===== src/evhp_pkg.sv =====
// shared types and constants for the ethernet vlan header parser
`default_nettype none

package evhp_pkg;

    localparam int ADDR_BYTES = 6;
    localparam int MAC_W = 8 * ADDR_BYTES;
    localparam int TDATA_W = 144;

    localparam logic [15:0] TAG_TYPE = 16'h8100;
    localparam logic [15:0] LENGTH_LIMIT_RST = 16'd1500;

    typedef struct packed {
        logic [7:0] data_byte;
        logic       frame_start;
        logic       frame_end;
    } beat_t;

    typedef struct packed {
        logic             header_valid;
        logic [MAC_W-1:0] dst_mac;
        logic [MAC_W-1:0] src_mac;
        logic [15:0]      ether_type;
        logic             vlan_present;
        logic [2:0]       priority_res;
        logic             drop_eligible;
        logic [11:0]      vlan_id;
        logic             payload_valid;
        logic [7:0]       payload_byte;
        logic             payload_last;
    } result_t;

endpackage

`default_nettype wire


===== src/evhp_in_reg.sv =====
// input register stage for received frame beats
`default_nettype none

module evhp_in_reg (
    input  wire                 aclk,
    input  wire                 aresetn,
    input  wire                 s_valid,
    output logic                s_ready,
    input  evhp_pkg::beat_t     s_beat,
    output logic                q_valid,
    output evhp_pkg::beat_t     q_beat,
    input  wire                 advance
);
    import evhp_pkg::*;

    logic  valid_reg;
    logic  valid_next;
    beat_t beat_reg;
    logic  take;

    assign s_ready = !valid_reg || advance;
    assign take    = s_valid && s_ready;
    assign q_valid = valid_reg;
    assign q_beat  = beat_reg;

    always_comb begin
        if (take) begin
            valid_next = 1'b1;
        end else if (advance) begin
            valid_next = 1'b0;
        end else begin
            valid_next = valid_reg;
        end
    end

    always_ff @(posedge aclk) begin
        if (!aresetn) begin
            valid_reg <= 1'b0;
        end else begin
            valid_reg <= valid_next;
        end
        if (take) begin
            beat_reg <= s_beat;
        end
    end

endmodule

`default_nettype wire


===== src/evhp_core.sv =====
// header parse state and per-beat decode logic
`default_nettype none

module evhp_core (
    input  wire                  aclk,
    input  wire                  aresetn,
    input  wire                  step,
    input  evhp_pkg::beat_t      beat,
    input  wire [15:0]           length_limit,
    output evhp_pkg::result_t    res
);
    import evhp_pkg::*;

    typedef enum logic [2:0] {
        PH_IDLE,
        PH_HEADER,
        PH_COUNTED,
        PH_OPEN,
        PH_PADDING
    } phase_t;

    localparam logic [4:0] SRC_POS    = 5'(ADDR_BYTES);
    localparam logic [4:0] TYPE_POS   = 5'(2 * ADDR_BYTES);
    localparam logic [4:0] TYPE_LAST  = 5'(2 * ADDR_BYTES + 1);
    localparam logic [4:0] TAG_POS    = 5'(2 * ADDR_BYTES + 2);
    localparam logic [4:0] INNER_POS  = 5'(2 * ADDR_BYTES + 4);
    localparam logic [4:0] INNER_LAST = 5'(2 * ADDR_BYTES + 5);

    phase_t           phase_reg, phase_next, ph;
    logic [4:0]       pos_reg, pos_next, pos;
    logic [MAC_W-1:0] dst_reg, dst_next, dst;
    logic [MAC_W-1:0] src_reg, src_next, src;
    logic [15:0]      type_reg, type_next, typ;
    logic [15:0]      tag_reg, tag_next, tag;
    logic             tagged_reg, tagged_next, is_tagged;
    logic [15:0]      left_reg, left_next, left;
    logic [15:0]      left_dec;
    logic             done;

    // start of frame clears the parse context
    always_comb begin
        if (beat.frame_start) begin
            ph        = PH_HEADER;
            pos       = '0;
            dst       = '0;
            src       = '0;
            typ       = '0;
            tag       = '0;
            is_tagged = 1'b0;
            left      = '0;
        end else begin
            ph        = phase_reg;
            pos       = pos_reg;
            dst       = dst_reg;
            src       = src_reg;
            typ       = type_reg;
            tag       = tag_reg;
            is_tagged = tagged_reg;
            left      = left_reg;
        end
    end

    assign left_dec = left - 16'd1;

    always_comb begin
        phase_next  = ph;
        pos_next    = pos;
        dst_next    = dst;
        src_next    = src;
        type_next   = typ;
        tag_next    = tag;
        tagged_next = is_tagged;
        left_next   = left;
        done        = 1'b0;
        res         = '0;

        unique case (ph)
            PH_HEADER: begin
                if (pos < SRC_POS) begin
                    dst_next = {dst[MAC_W-9:0], beat.data_byte};
                end else if (pos < TYPE_POS) begin
                    src_next = {src[MAC_W-9:0], beat.data_byte};
                end else if (pos < TAG_POS) begin
                    type_next = {typ[7:0], beat.data_byte};
                    if (pos == TYPE_LAST) begin
                        if (type_next == TAG_TYPE) begin
                            tagged_next = 1'b1;
                        end else begin
                            done = 1'b1;
                        end
                    end
                end else if (pos < INNER_POS) begin
                    tag_next = {tag[7:0], beat.data_byte};
                end else begin
                    type_next = {typ[7:0], beat.data_byte};
                    if (pos >= INNER_LAST) begin
                        done = 1'b1;
                    end
                end
                pos_next = pos + 5'd1;

                if (done) begin
                    res.header_valid = 1'b1;
                    res.dst_mac      = dst_next;
                    res.src_mac      = src_next;
                    res.ether_type   = type_next;
                    if (tagged_next) begin
                        res.vlan_present  = 1'b1;
                        res.priority_res  = tag_next[15:13];
                        res.drop_eligible = tag_next[12];
                        res.vlan_id       = tag_next[11:0];
                    end
                    if (type_next <= length_limit) begin
                        left_next  = type_next;
                        phase_next = (type_next == 16'd0) ? PH_PADDING : PH_COUNTED;
                    end else begin
                        left_next  = '0;
                        phase_next = PH_OPEN;
                    end
                end
                if (beat.frame_end) begin
                    phase_next = PH_IDLE;
                end
            end
            PH_COUNTED: begin
                res.payload_valid = 1'b1;
                res.payload_byte  = beat.data_byte;
                res.payload_last  = (left_dec == 16'd0) || beat.frame_end;
                left_next         = left_dec;
                if (beat.frame_end) begin
                    phase_next = PH_IDLE;
                end else if (left_dec == 16'd0) begin
                    phase_next = PH_PADDING;
                end
            end
            PH_OPEN: begin
                res.payload_valid = 1'b1;
                res.payload_byte  = beat.data_byte;
                if (beat.frame_end) begin
                    res.payload_last = 1'b1;
                    phase_next       = PH_IDLE;
                end
            end
            PH_PADDING: begin
                if (beat.frame_end) begin
                    phase_next = PH_IDLE;
                end
            end
            default: begin
                phase_next = PH_IDLE;
            end
        endcase
    end

    always_ff @(posedge aclk) begin
        if (!aresetn) begin
            phase_reg  <= PH_IDLE;
            pos_reg    <= '0;
            tagged_reg <= 1'b0;
            left_reg   <= '0;
            dst_reg    <= '0;
            src_reg    <= '0;
            type_reg   <= '0;
            tag_reg    <= '0;
        end else if (step) begin
            phase_reg  <= phase_next;
            pos_reg    <= pos_next;
            tagged_reg <= tagged_next;
            left_reg   <= left_next;
            dst_reg    <= dst_next;
            src_reg    <= src_next;
            type_reg   <= type_next;
            tag_reg    <= tag_next;
        end
    end

endmodule

`default_nettype wire


===== src/evhp_out_reg.sv =====
// result register stage toward the output channel
`default_nettype none

module evhp_out_reg (
    input  wire                  aclk,
    input  wire                  aresetn,
    input  wire                  load,
    input  evhp_pkg::result_t    d_res,
    output logic                 free,
    output logic                 m_valid,
    input  wire                  m_ready,
    output evhp_pkg::result_t    m_res
);
    import evhp_pkg::*;

    logic    valid_reg;
    logic    valid_next;
    result_t res_reg;

    assign free    = !valid_reg || m_ready;
    assign m_valid = valid_reg;
    assign m_res   = res_reg;

    always_comb begin
        if (load) begin
            valid_next = 1'b1;
        end else if (m_ready) begin
            valid_next = 1'b0;
        end else begin
            valid_next = valid_reg;
        end
    end

    always_ff @(posedge aclk) begin
        if (!aresetn) begin
            valid_reg <= 1'b0;
        end else begin
            valid_reg <= valid_next;
        end
        if (load) begin
            res_reg <= d_res;
        end
    end

endmodule

`default_nettype wire


===== src/ethernet_vlan_header_parser.sv =====
// top level of the ethernet / 802.1q receive header parser
//
// channel   direction  tdata                      tuser / tlast
// s_        in         data_byte                  frame_start / frame_end
// m_        out        header and payload fields  header_valid, payload_valid / payload_last
// cfg_wr_   in         length_limit               -
//
// one beat per cycle unless m_tready stalls; each beat gives exactly one result beat
// each beat passes the input register, then is decoded into the result register
// reset is synchronous active low; length_limit returns to 1500
// a stall on m_tready holds the result and drops s_tready in the same cycle once the
// input register holds a beat
`default_nettype none

module ethernet_vlan_header_parser (
    input  wire                                 aclk,
    input  wire                                 aresetn,
    input  wire                                 s_tvalid,
    output logic                                s_tready,
    input  wire  [7:0]                          s_tdata,  // data_byte
    input  wire                                 s_tuser,  // frame_start
    input  wire                                 s_tlast,
    output logic                                m_tvalid,
    input  wire                                 m_tready,
    // dst_mac, src_mac, ether_type, vlan_present, priority_res, drop_eligible,
    // vlan_id, payload_byte, zero fill
    output logic [evhp_pkg::TDATA_W-1:0]        m_tdata,
    output logic [1:0]                          m_tuser,  // header_valid, payload_valid
    output logic                                m_tlast,
    input  wire                                 cfg_wr_en,
    input  wire  [15:0]                         cfg_wr_data
);
    import evhp_pkg::*;

    logic [15:0] limit_reg;
    beat_t       s_beat;
    beat_t       q_beat;
    logic        q_valid;
    logic        out_free;
    logic        advance;
    result_t     core_res;
    result_t     m_res;

    assign s_beat.data_byte   = s_tdata;
    assign s_beat.frame_start = s_tuser;
    assign s_beat.frame_end   = s_tlast;

    assign advance = q_valid && out_free;

    always_ff @(posedge aclk) begin
        if (!aresetn) begin
            limit_reg <= LENGTH_LIMIT_RST;
        end else if (cfg_wr_en) begin
            limit_reg <= cfg_wr_data;
        end
    end

    evhp_in_reg u_in_reg (
        .aclk    (aclk),
        .aresetn (aresetn),
        .s_valid (s_tvalid),
        .s_ready (s_tready),
        .s_beat  (s_beat),
        .q_valid (q_valid),
        .q_beat  (q_beat),
        .advance (advance)
    );

    evhp_core u_core (
        .aclk         (aclk),
        .aresetn      (aresetn),
        .step         (advance),
        .beat         (q_beat),
        .length_limit (limit_reg),
        .res          (core_res)
    );

    evhp_out_reg u_out_reg (
        .aclk    (aclk),
        .aresetn (aresetn),
        .load    (advance),
        .d_res   (core_res),
        .free    (out_free),
        .m_valid (m_tvalid),
        .m_ready (m_tready),
        .m_res   (m_res)
    );

    assign m_tdata = {7'd0, m_res.payload_byte, m_res.vlan_id, m_res.drop_eligible,
                      m_res.priority_res, m_res.vlan_present, m_res.ether_type,
                      m_res.src_mac, m_res.dst_mac};
    assign m_tuser = {m_res.payload_valid, m_res.header_valid};
    assign m_tlast = m_res.payload_last;

endmodule

`default_nettype wire

===== config.mk =====
export PLATFORM = sky130hd
export DESIGN_NAME = ethernet_vlan_header_parser
export DESIGN_NICKNAME = d
export VERILOG_FILES = /design/src/evhp_pkg.sv /design/src/evhp_in_reg.sv /design/src/evhp_core.sv /design/src/evhp_out_reg.sv /design/src/ethernet_vlan_header_parser.sv
export SDC_FILE = /design/constraint.sdc
export NUM_CORES = 1
export LEC_CHECK = 0
export BUFFER_PORTS_ARGS = -buffer_cell sky130_fd_sc_hd__buf_2
export CORE_MARGIN = 2
export CORE_UTILIZATION = 60
export CTS_CLUSTER_DIAMETER = 150
export CTS_CLUSTER_SIZE = 16
export DETAILED_ROUTE_END_ITERATION = 8
export PLACE_DENSITY = 0.82
export SLEW_MARGIN = 5
export SYNTH_ARGS = -nofsm -noshare
export SYNTH_HDL_FRONTEND = slang
export SYNTH_SLANG_ARGS = --single-unit
export TNS_END_PERCENT = 50

===== constraint.sdc =====
create_clock -name aclk -period 16.4 [get_ports aclk]
set_clock_uncertainty 0.1 [all_clocks]
set_input_delay 2.46 -clock aclk [delete_from_list [all_inputs] [get_ports aclk]]
set_output_delay 2.46 -clock aclk [all_outputs]
set_load 0.005 [all_outputs]

==> reports/qor.csv, run 1 <==
metric,value,unit
syn_area_per_cell,9.49,um2
grt_max_degree,101,
yosysMostFrequentCell,nand2_1,
yosys_warnings,0,
crit_fanout,80,
core,23600,um2
synthTopCellsByArea,"edfxtp_1 (31%), dfxtp_1 (24%), nand2_1 (8.8%), a21oi_1 (4.9%), nor2b_1 (3.8%)",
cts_tree,done,
crit_required,16.75,ns
outcome,"complete, no violations",
drive_above_1_share,0.145,
cts.htree.levels,1,
holdCritStartpoint,u_core.dst_reg[43],
die-area,25400,um2
clock_path_buffers,3,
async_flop_share,0,
synth.distinct_cells,73,
yosys-top-cells-count,"nand2_1 (340), dfxtp_1 (171), edfxtp_1 (150)",
period_minus_slack,5.61,ns
rows,56,
cp-start-kind,input pin,
antenna_found_initial,0,
hold_viol_final,0,
drt_pass1_iterations,8,
worstMarginPinSlew,1.26,ns
viasPerCell,5.87,
slew_headroom,0.159,
cts.sinks,321,
grt_pass1_wl,54.9,mm
fin_setup_tns,0,ns
power_density,93.7,nW/um2
fmax,178,MHz
drv_slew,0,
cpPeakStageDelay,1.08,ns
holdPathStages,2,
worstReg2RegStart,u_core.pos_reg[2],
synth_area,14500,um2
synth-edff-count,150,
finalWirelength,34.2,mm
cp_num_buf_inv,2,
rrSetupSlack,12.22,ns
drv_cap,0,
synth_top_area_frac,0.311,
r2r_cells,12,
holdBufCountCts,0,
grt_pass1_vias,10445,
leakage,5.41,nW
drc,0,
wl_per_cell,17.5,um
cts_made_buffers,24,
largest_reg_flops,140,
area.growth.synth_to_final,10.8,%
hold_path_class,register to register,
io_buffers,172,
endpoint_kind,register,
place.gp.congestion,0.884,
yosysSeqAreaShare,0.547,
critPathSlowestCell,nor2_4,
diodes,0,
synthFlopType,dfxtp_1,
vdd_drop_max,0.0000577,V
drt_iter0_drc,1091,
antenna_left,0,
min_delay_worst_endpoint,u_core.dst_reg[43],
cts_root_buf,clkbuf_16,
clk_latency,0.54,ns
setup_viol,0,
final_nets,1666,
grt.overflow.total,0,
dp_hpwl,21.2,mm
die_x,159,um
initial_core_util,0.613,
cpLargestDelayFamily,simple AND/OR/NAND/NOR gates,
reg2reg_to,u_core.left_reg[15],
n_fill_cell,1916,
netlist_instances,1527,
cts_resized,0,
crit_chain,"buf_2, nor2b_1, nand2b_1, inv_6, nand2_1, nor2_4, nand3_1, a21boi_0",
post-cts-setup-buffer-count,0,
synth_area_leader_cell,edfxtp_1,
cp.arrival,5.95,ns
grt_usage,0.262,
dieHeight,159,um
ys_seq_elements,321,
fin_hold_ws,0.366,ns
crit_type,input pin to register,
vias,11456,
rsz0062_at_grt,no,
ios,180,
clk_pin_slew,0.07,ns
min_period_over_period,0.342,
-- metrics by stage --
stage	utilization	worst slack (ns)	total power, mW	cell area (um2)	cells
global route	0.680	10.49	1.55	16000	1952
detailed placement	0.649	10.23	0.963	15300	1908
CTS	0.680	10.80	1.51	16000	1952
finish	0.680	10.79	1.50	16000	1952
global placement	0.649	10.34	0.962	15300	1908
floorplan	-	8.88	0.933	14500	1533
-- cells by family after synthesis --
kind of cell / synth area share
fa+ha+maj: 0.0173
flops: 0.547
compound gates: 0.166
other cells: 0.000259
mux: 0.0139
buf+inv: 0.0467
simple gates: 0.206
xor+xnor: 0.00302
-- report_power, final --
group	switching [mW]	internal, mW
combinational	0.0481	0.0276
sequential	0.0123	0.857
clock	0.270	0.288
total	0.330	1.17
-- worst max path at each step --
stage	end	from	cells past startpoint
5_1_grt	u_core.dst_reg[41]	m_tready	8
3_3_place_gp	u_core.dst_reg[18]	m_tready	8
2_1_floorplan	u_out_reg.m_res[0]	m_tready	5
4_1_cts	u_core.dst_reg[20]	m_tready	8
6_report	u_core.dst_reg[47]	m_tready	8
3_5_place_dp	u_core.dst_reg[20]	m_tready	8
-- placed cells by master, fill, tap and decap left out, drive strengths merged, types with 20 or more instances in the layout --
| cell | instances |
|---|---|
| nor2 | 64 |
| and2 | 20 |
| a21oi | 142 |
| a21boi | 70 |
| dfxtp | 171 |
| nor3 | 20 |
| edfxtp | 150 |
| o21ai | 30 |
| a22oi | 65 |
| nand3 | 43 |
| clkbuf | 43 |
| inv | 28 |
| buf | 184 |
| nand2 | 341 |
| ha | 20 |
| nor2b | 88 |
-- worst min-delay path: stages, from the launching register on --
cell and delay, ns:
dfxtp_1 0.31, nand2_1 0.05, a21boi_0 0.06
-- layer usage --
metal / vias to the layer above / routed length (um) / global-route usage
li1: 5505 / - / -
met1: 5441 / 15200 / 0.374
met2: 442 / 15800 / 0.418
met3: 68 / 2310 / 0.0357
met4: 0 / 942 / 0.0831
met5: - / 0 / 0
-- cell type report --
cell class | count | area (um2) | area share
tap | 319 | 399 | 0.0249
clock inverter | 1 | 16.3 | 0.00101
multi-input combinational | 1057 | 5950 | 0.371
timing repair buffer | 184 | 953 | 0.0594
sequential | 321 | 7930 | 0.494
inverter | 27 | 106 | 0.00663
clock buffer | 43 | 693 | 0.0432
No activity file was read; power rests on OpenSTA's default activity.
==> run 2, diff against run 1 <==
--- a/config.mk
+++ b/config.mk
@@ -7,11 +7,11 @@
 export LEC_CHECK = 0
 export BUFFER_PORTS_ARGS = -buffer_cell sky130_fd_sc_hd__buf_2
 export CORE_MARGIN = 2
-export CORE_UTILIZATION = 60
+export CORE_UTILIZATION = 58
 export CTS_CLUSTER_DIAMETER = 150
 export CTS_CLUSTER_SIZE = 16
 export DETAILED_ROUTE_END_ITERATION = 8
-export PLACE_DENSITY = 0.82
+export PLACE_DENSITY = 0.8
 export SLEW_MARGIN = 5
 export SYNTH_ARGS = -nofsm -noshare
 export SYNTH_HDL_FRONTEND = slang
==> constraint.sdc (replaced) <==
create_clock -name aclk -period 5.81 [get_ports aclk]
set_clock_uncertainty 0.1 [all_clocks]
set_input_delay 0.8715 -clock aclk [delete_from_list [all_inputs] [get_ports aclk]]
set_output_delay 0.8715 -clock aclk [all_outputs]
set_load 0.005 [all_outputs]
==> run 2 against run 1 <==
Against the previous run:
- final cell count rose by 0.72%
- wire length up 2.9%
- core utilization decreased by 1.9 points
- critical path type is now register to register
- largest cell class unchanged
- count of clock-buffer cells in the layout did not move
- global-route usage down 0.15 points
- die area up 3.4%
==> reports/qor.csv, run 2 (synthesis gave the netlist of run 1 again) <==
metric,value,unit
viasPerCell,5.88,
die-area,26300,um2
worstMarginPinSlew,1.23,ns
power_density,264,nW/um2
drv_cap,0,
crit_required,6.17,ns
vias,11554,
hold_viol_final,0,
reg2reg_to,u_core.left_reg[15],
core,24400,um2
drive_above_1_share,0.149,
crit_fanout,15,
cp_num_buf_inv,0,
io_buffers,172,
clock_path_buffers,3,
cpMostUsedCell,nand2_1,
grt_pass1_vias,10645,
rsz0062_at_grt,no,
endpoint_kind,register,
setup_viol,0,
combPwrFrac,0.051,
rows,57,
post-cts-setup-buffer-count,0,
area.growth.synth_to_final,11.2,%
cp.arrival,4.32,ns
wl_per_cell,17.9,um
r2r_cells,12,
critPathSlowestCell,or4b_1,
cts_root_buf,clkbuf_16,
cts_tree,done,
p_sw_frac,0.222,
fin_setup_tns,0,ns
cts_made_buffers,24,
crit_cells,12,
crit_type,register to register,
cts.htree.levels,1,
n_fill_cell,1983,
p_int,3.31,mW
antenna_left,0,
cts_resized,0,
grt_max_degree,101,
dp_hpwl,22.2,mm
clk_latency,0.53,ns
grt_usage,0.261,
grt_pass1_wl,55.8,mm
vdd_drop_max,0.000211,V
rrSetupSlack,1.85,ns
p_total,4.25,mW
fmax,252,MHz
min_period_over_period,0.682,
final_cell_mix,"nand2_1 (340), buf_2 (171), dfxtp_1 (171)",
slew_headroom,0.174,
cpLargestDelayFamily,simple AND/OR/NAND/NOR gates,
layout_commonest_cell,nand2_1,
clockPowerShare,0.372,
drc,0,
worstReg2RegStart,u_core.pos_reg[2],
hold_path_class,register to register,
finalWirelength,35.2,mm
drv_slew,0,
antenna_found_initial,0,
largest_reg_flops,140,
cp-start-kind,register,
seq_power_share,0.577,
crit_start,u_core.pos_reg[2],
dieHeight,162,um
drt_iter0_drc,1294,
drt_pass1_iterations,5,
period_minus_slack,3.96,ns
grt.overflow.total,0,
final_nets,1675,
ios,180,
outcome,"complete, no violations",
diodes,0,
crit_chain,"nand3b_1, nand2_1, nand2_1, a21oi_1, ha_1, nor2b_1, o211ai_1, a211oi_1, or4b_1, a21oi_4, a21boi_0, o22ai_1",
initial_core_util,0.594,
crit_end,u_core.left_reg[15],
p_sw,944,uW
leakage,5.46,nW
cpPeakStageDelay,0.64,ns
holdBufCountCts,0,
cts.sinks,321,
place.gp.congestion,0.919,
clk_pin_slew,0.08,ns
die_x,162,um
fin_hold_ws,0.370,ns
utilization,0.661,
## run 2: worst register-to-register path, stage by stage (launching register included)
cell      delay, ns
dfxtp_1        0.48
nand3b_1       0.19
nand2_1        0.43
nand2_1        0.11
a21oi_1        0.41
ha_1           0.33
nor2b_1        0.13
o211ai_1       0.18
a211oi_1       0.10
or4b_1         0.64
a21oi_4        0.46
a21boi_0       0.16
o22ai_1        0.18
## run 2: metrics by stage
stage / area, um2 / cells / setup slack (ns)
2_1_floorplan: 14500 / 1533 / 2.04
3_3_place_gp: 15400 / 1922 / 2.03
3_5_place_dp: 15400 / 1922 / 1.87
4_1_cts: 16100 / 1966 / 1.84
5_1_grt: 16100 / 1966 / 1.60
6_report: 16100 / 1966 / 1.85
## run 2: final cells by class
| class | count | area (um2) | area share |
|---|---|---|---|
| repair buffers | 193 | 1020 | 0.0634 |
| inverters | 27 | 106 | 0.00660 |
| well taps | 324 | 405 | 0.0252 |
| clock buffers | 43 | 693 | 0.0430 |
| multi-input cells | 1057 | 5940 | 0.369 |
| flip-flops and latches | 321 | 7930 | 0.492 |
| clock inverters | 1 | 16.3 | 0.00101 |
## run 2: power by group through the flow
stage	clock, mW	combinational (mW)	sequential, mW
2_1_floorplan	0	0.133	2.50
3_3_place_gp	0	0.215	2.51
3_5_place_dp	0	0.217	2.51
4_1_cts	1.60	0.218	2.46
5_1_grt	1.68	0.239	2.46
6_report	1.58	0.218	2.46
## run 2: worst min path at each step
stage / from / end / slack (ns) / cells after the start
6_report: u_core.dst_reg[44] / u_core.dst_reg[44] / 0.37 / 2
3_5_place_dp: u_core.dst_reg[41] / u_core.dst_reg[41] / 0.36 / 2
5_1_grt: u_core.dst_reg[40] / u_core.dst_reg[40] / 0.40 / 2
2_1_floorplan: u_core.dst_reg[40] / u_core.dst_reg[40] / 0.34 / 2
3_3_place_gp: u_core.dst_reg[46] / u_core.dst_reg[46] / 0.35 / 2
4_1_cts: u_core.dst_reg[41] / u_core.dst_reg[41] / 0.37 / 2
## run 2: per-layer routing
metal / up-vias / global-route usage / wire length, um
met5: - / 0 / 0
met4: 0 / 0.0756 / 799
met3: 61 / 0.0350 / 2780
met2: 518 / 0.410 / 16500
met1: 5458 / 0.381 / 15100
li1: 5517 / - / -
==> run 3, diff against run 2 <==
==> constraint.sdc (replaced) <==
create_clock -name aclk -period 4 [get_ports aclk]
set_clock_uncertainty 0.1 [all_clocks]
set_input_delay 0.6 -clock aclk [delete_from_list [all_inputs] [get_ports aclk]]
set_output_delay 0.6 -clock aclk [all_outputs]
set_load 0.005 [all_outputs]
==> run 3 against run 2 <==
Against the previous run:
- count of clock-buffer cells in the layout fell by 1
- fmax rose by 7.0%
- sequential share of layout area fell by 0.39 points
- non-clock buffer count grew 13
- first-iteration DRC count fell by 12%
- clock power up 44%
- highest routed layer unchanged
==> reports/qor.csv, run 3 (synthesis gave the netlist of run 1 again) <==
metric,value,unit
grt_usage,0.268,
combPwrFrac,0.054,
holdBufCountCts,0,
layout_commonest_cell,nand2_1,
antenna_left,0,
die-area,26300,um2
hold_path_class,input pin to register,
seq_power_share,0.577,
drt_pass1_iterations,5,
p_int,4.78,mW
n_fill_cell,2000,
post-cts-setup-buffer-count,0,
drive_above_1_share,0.156,
initial_core_util,0.594,
cts.htree.levels,1,
fmax,270,MHz
rsz0062_at_grt,no,
crit_fanout,15,
min_period_over_period,0.926,
largest_reg_flops,140,
clk_pin_slew,0.08,ns
dp_hpwl,23.5,mm
cp-start-kind,register,
grt_pass1_vias,10560,
crit_required,4.35,ns
crit_type,register to register,
p_sw,1.38,mW
io_buffers,172,
period_minus_slack,3.70,ns
endpoint_kind,register,
grt.overflow.total,0,
clock_path_buffers,3,
cts_made_buffers,24,
drv_cap,0,
viasPerCell,5.86,
cts_root_buf,clkbuf_16,
place.gp.congestion,0.902,
cp.arrival,4.06,ns
vias,11589,
rows,57,
slew_headroom,0.246,
outcome,"complete, no violations",
dieHeight,162,um
final_nets,1688,
hold_viol_final,0,
diodes,0,
clk_latency,0.55,ns
drv_slew,0,
drt_iter0_drc,1142,
drc,0,
antenna_found_initial,0,
grt_pass1_wl,56.5,mm
power_density,380,nW/um2
setup_viol,0,
finalWirelength,36.1,mm
area.growth.synth_to_final,12.1,%
cts.sinks,321,
leakage,5.54,nW
wl_per_cell,18.2,um
p_sw_frac,0.225,
ios,180,
fin_setup_tns,0,ns
vdd_drop_max,0.000294,V
core,24400,um2
die_x,162,um
worstMarginPinSlew,1.12,ns
clockPowerShare,0.369,
final_cell_mix,"nand2_1 (339), buf_2 (171), dfxtp_1 (171)",
p_total,6.16,mW
grt_max_degree,98,
cts_tree,done,
-- run 3: changes by cell type in the layout (fill, tap and decap cells not counted) --
cell | previous run | this run
nand2_1 | 340 | 339
nand2_2 | 1 | 2
and2_1 | 20 | 19
buf_4 | 22 | 32
clkbuf_16 | 25 | 24
clkinv_8 | 0 | 1
buf_12 | 0 | 3
and2_2 | 0 | 1
-- run 3: worst paths after layout --
path / cells after the start / to / start / slack (ns)
setup / recovery: 11 / u_core.left_reg[15] / u_core.pos_reg[2] / 0.30
setup reg to reg: 11 / u_core.left_reg[15] / u_core.pos_reg[2] / 0.30
hold reg to reg: 2 / u_core.dst_reg[41] / u_core.dst_reg[41] / 0.36
hold / removal: 1 / u_in_reg.q_beat[0] / s_tlast / 0.14
-- run 3: critical path, stage by stage, from the launching register on --
cell and delay (ns):
dfxtp_1 0.48, nand3b_1 0.20, and2_2 0.34, mux2i_1 0.17, nor2_1 0.27, ha_1 0.31, a21oi_1 0.13, o21ai_0 0.13
or4b_1 0.66, a21oi_4 0.48, a21boi_0 0.16, o22ai_1 0.16
-- run 3: layout make-up --
class / count / area (um2) / area share
clock buffer: 42 / 668 / 0.0411
clock inverter: 2 / 32.5 / 0.00200
inverter: 27 / 106 / 0.00655
timing repair buffer: 206 / 1160 / 0.0712
tap: 324 / 405 / 0.0250
sequential: 321 / 7930 / 0.488
multi-input combinational: 1057 / 5950 / 0.366
-- run 3: repair_timing --
item	4_1_cts	5_1_grt
gates resized for setup	0	2
endpoints found under the setup margin	0	2
endpoints found under the hold margin	0	0
-- run 3: power groups by stage --
stage / sequential [mW] / clock, mW / combinational, mW
5_1_grt: 3.57 / 2.42 / 0.363
3_3_place_gp: 3.63 / 0 / 0.331
6_report: 3.56 / 2.27 / 0.332
4_1_cts: 3.56 / 2.31 / 0.333
2_1_floorplan: 3.63 / 0 / 0.193
3_5_place_dp: 3.63 / 0 / 0.333
-- run 3: per-layer routing --
metal / track usage / share of wire / vias to the layer above / routed length, um
met4: 0.0861 / 0.033 / 0 / 1190
met1: 0.393 / 0.44 / 5532 / 15800
met5: 0 / 0 / - / 0
li1: - / - / 5533 / -
met3: 0.0278 / 0.067 / 77 / 2430
met2: 0.421 / 0.46 / 447 / 16700
-- run 3: stage by stage --
stage                      util  instance area [um2]  std cells  setup WS, ns  hold slack (ns)
after floorplan               -                14500       1533         0.505            0.341
after global placement    0.637                15500       1935         0.354            0.347
after detailed placement  0.637                15500       1935         0.302            0.354
after CTS                 0.666                16200       1979         0.244            0.120
after global routing      0.666                16200       1979        0.0803            0.122
final                     0.666                16200       1979         0.296            0.136
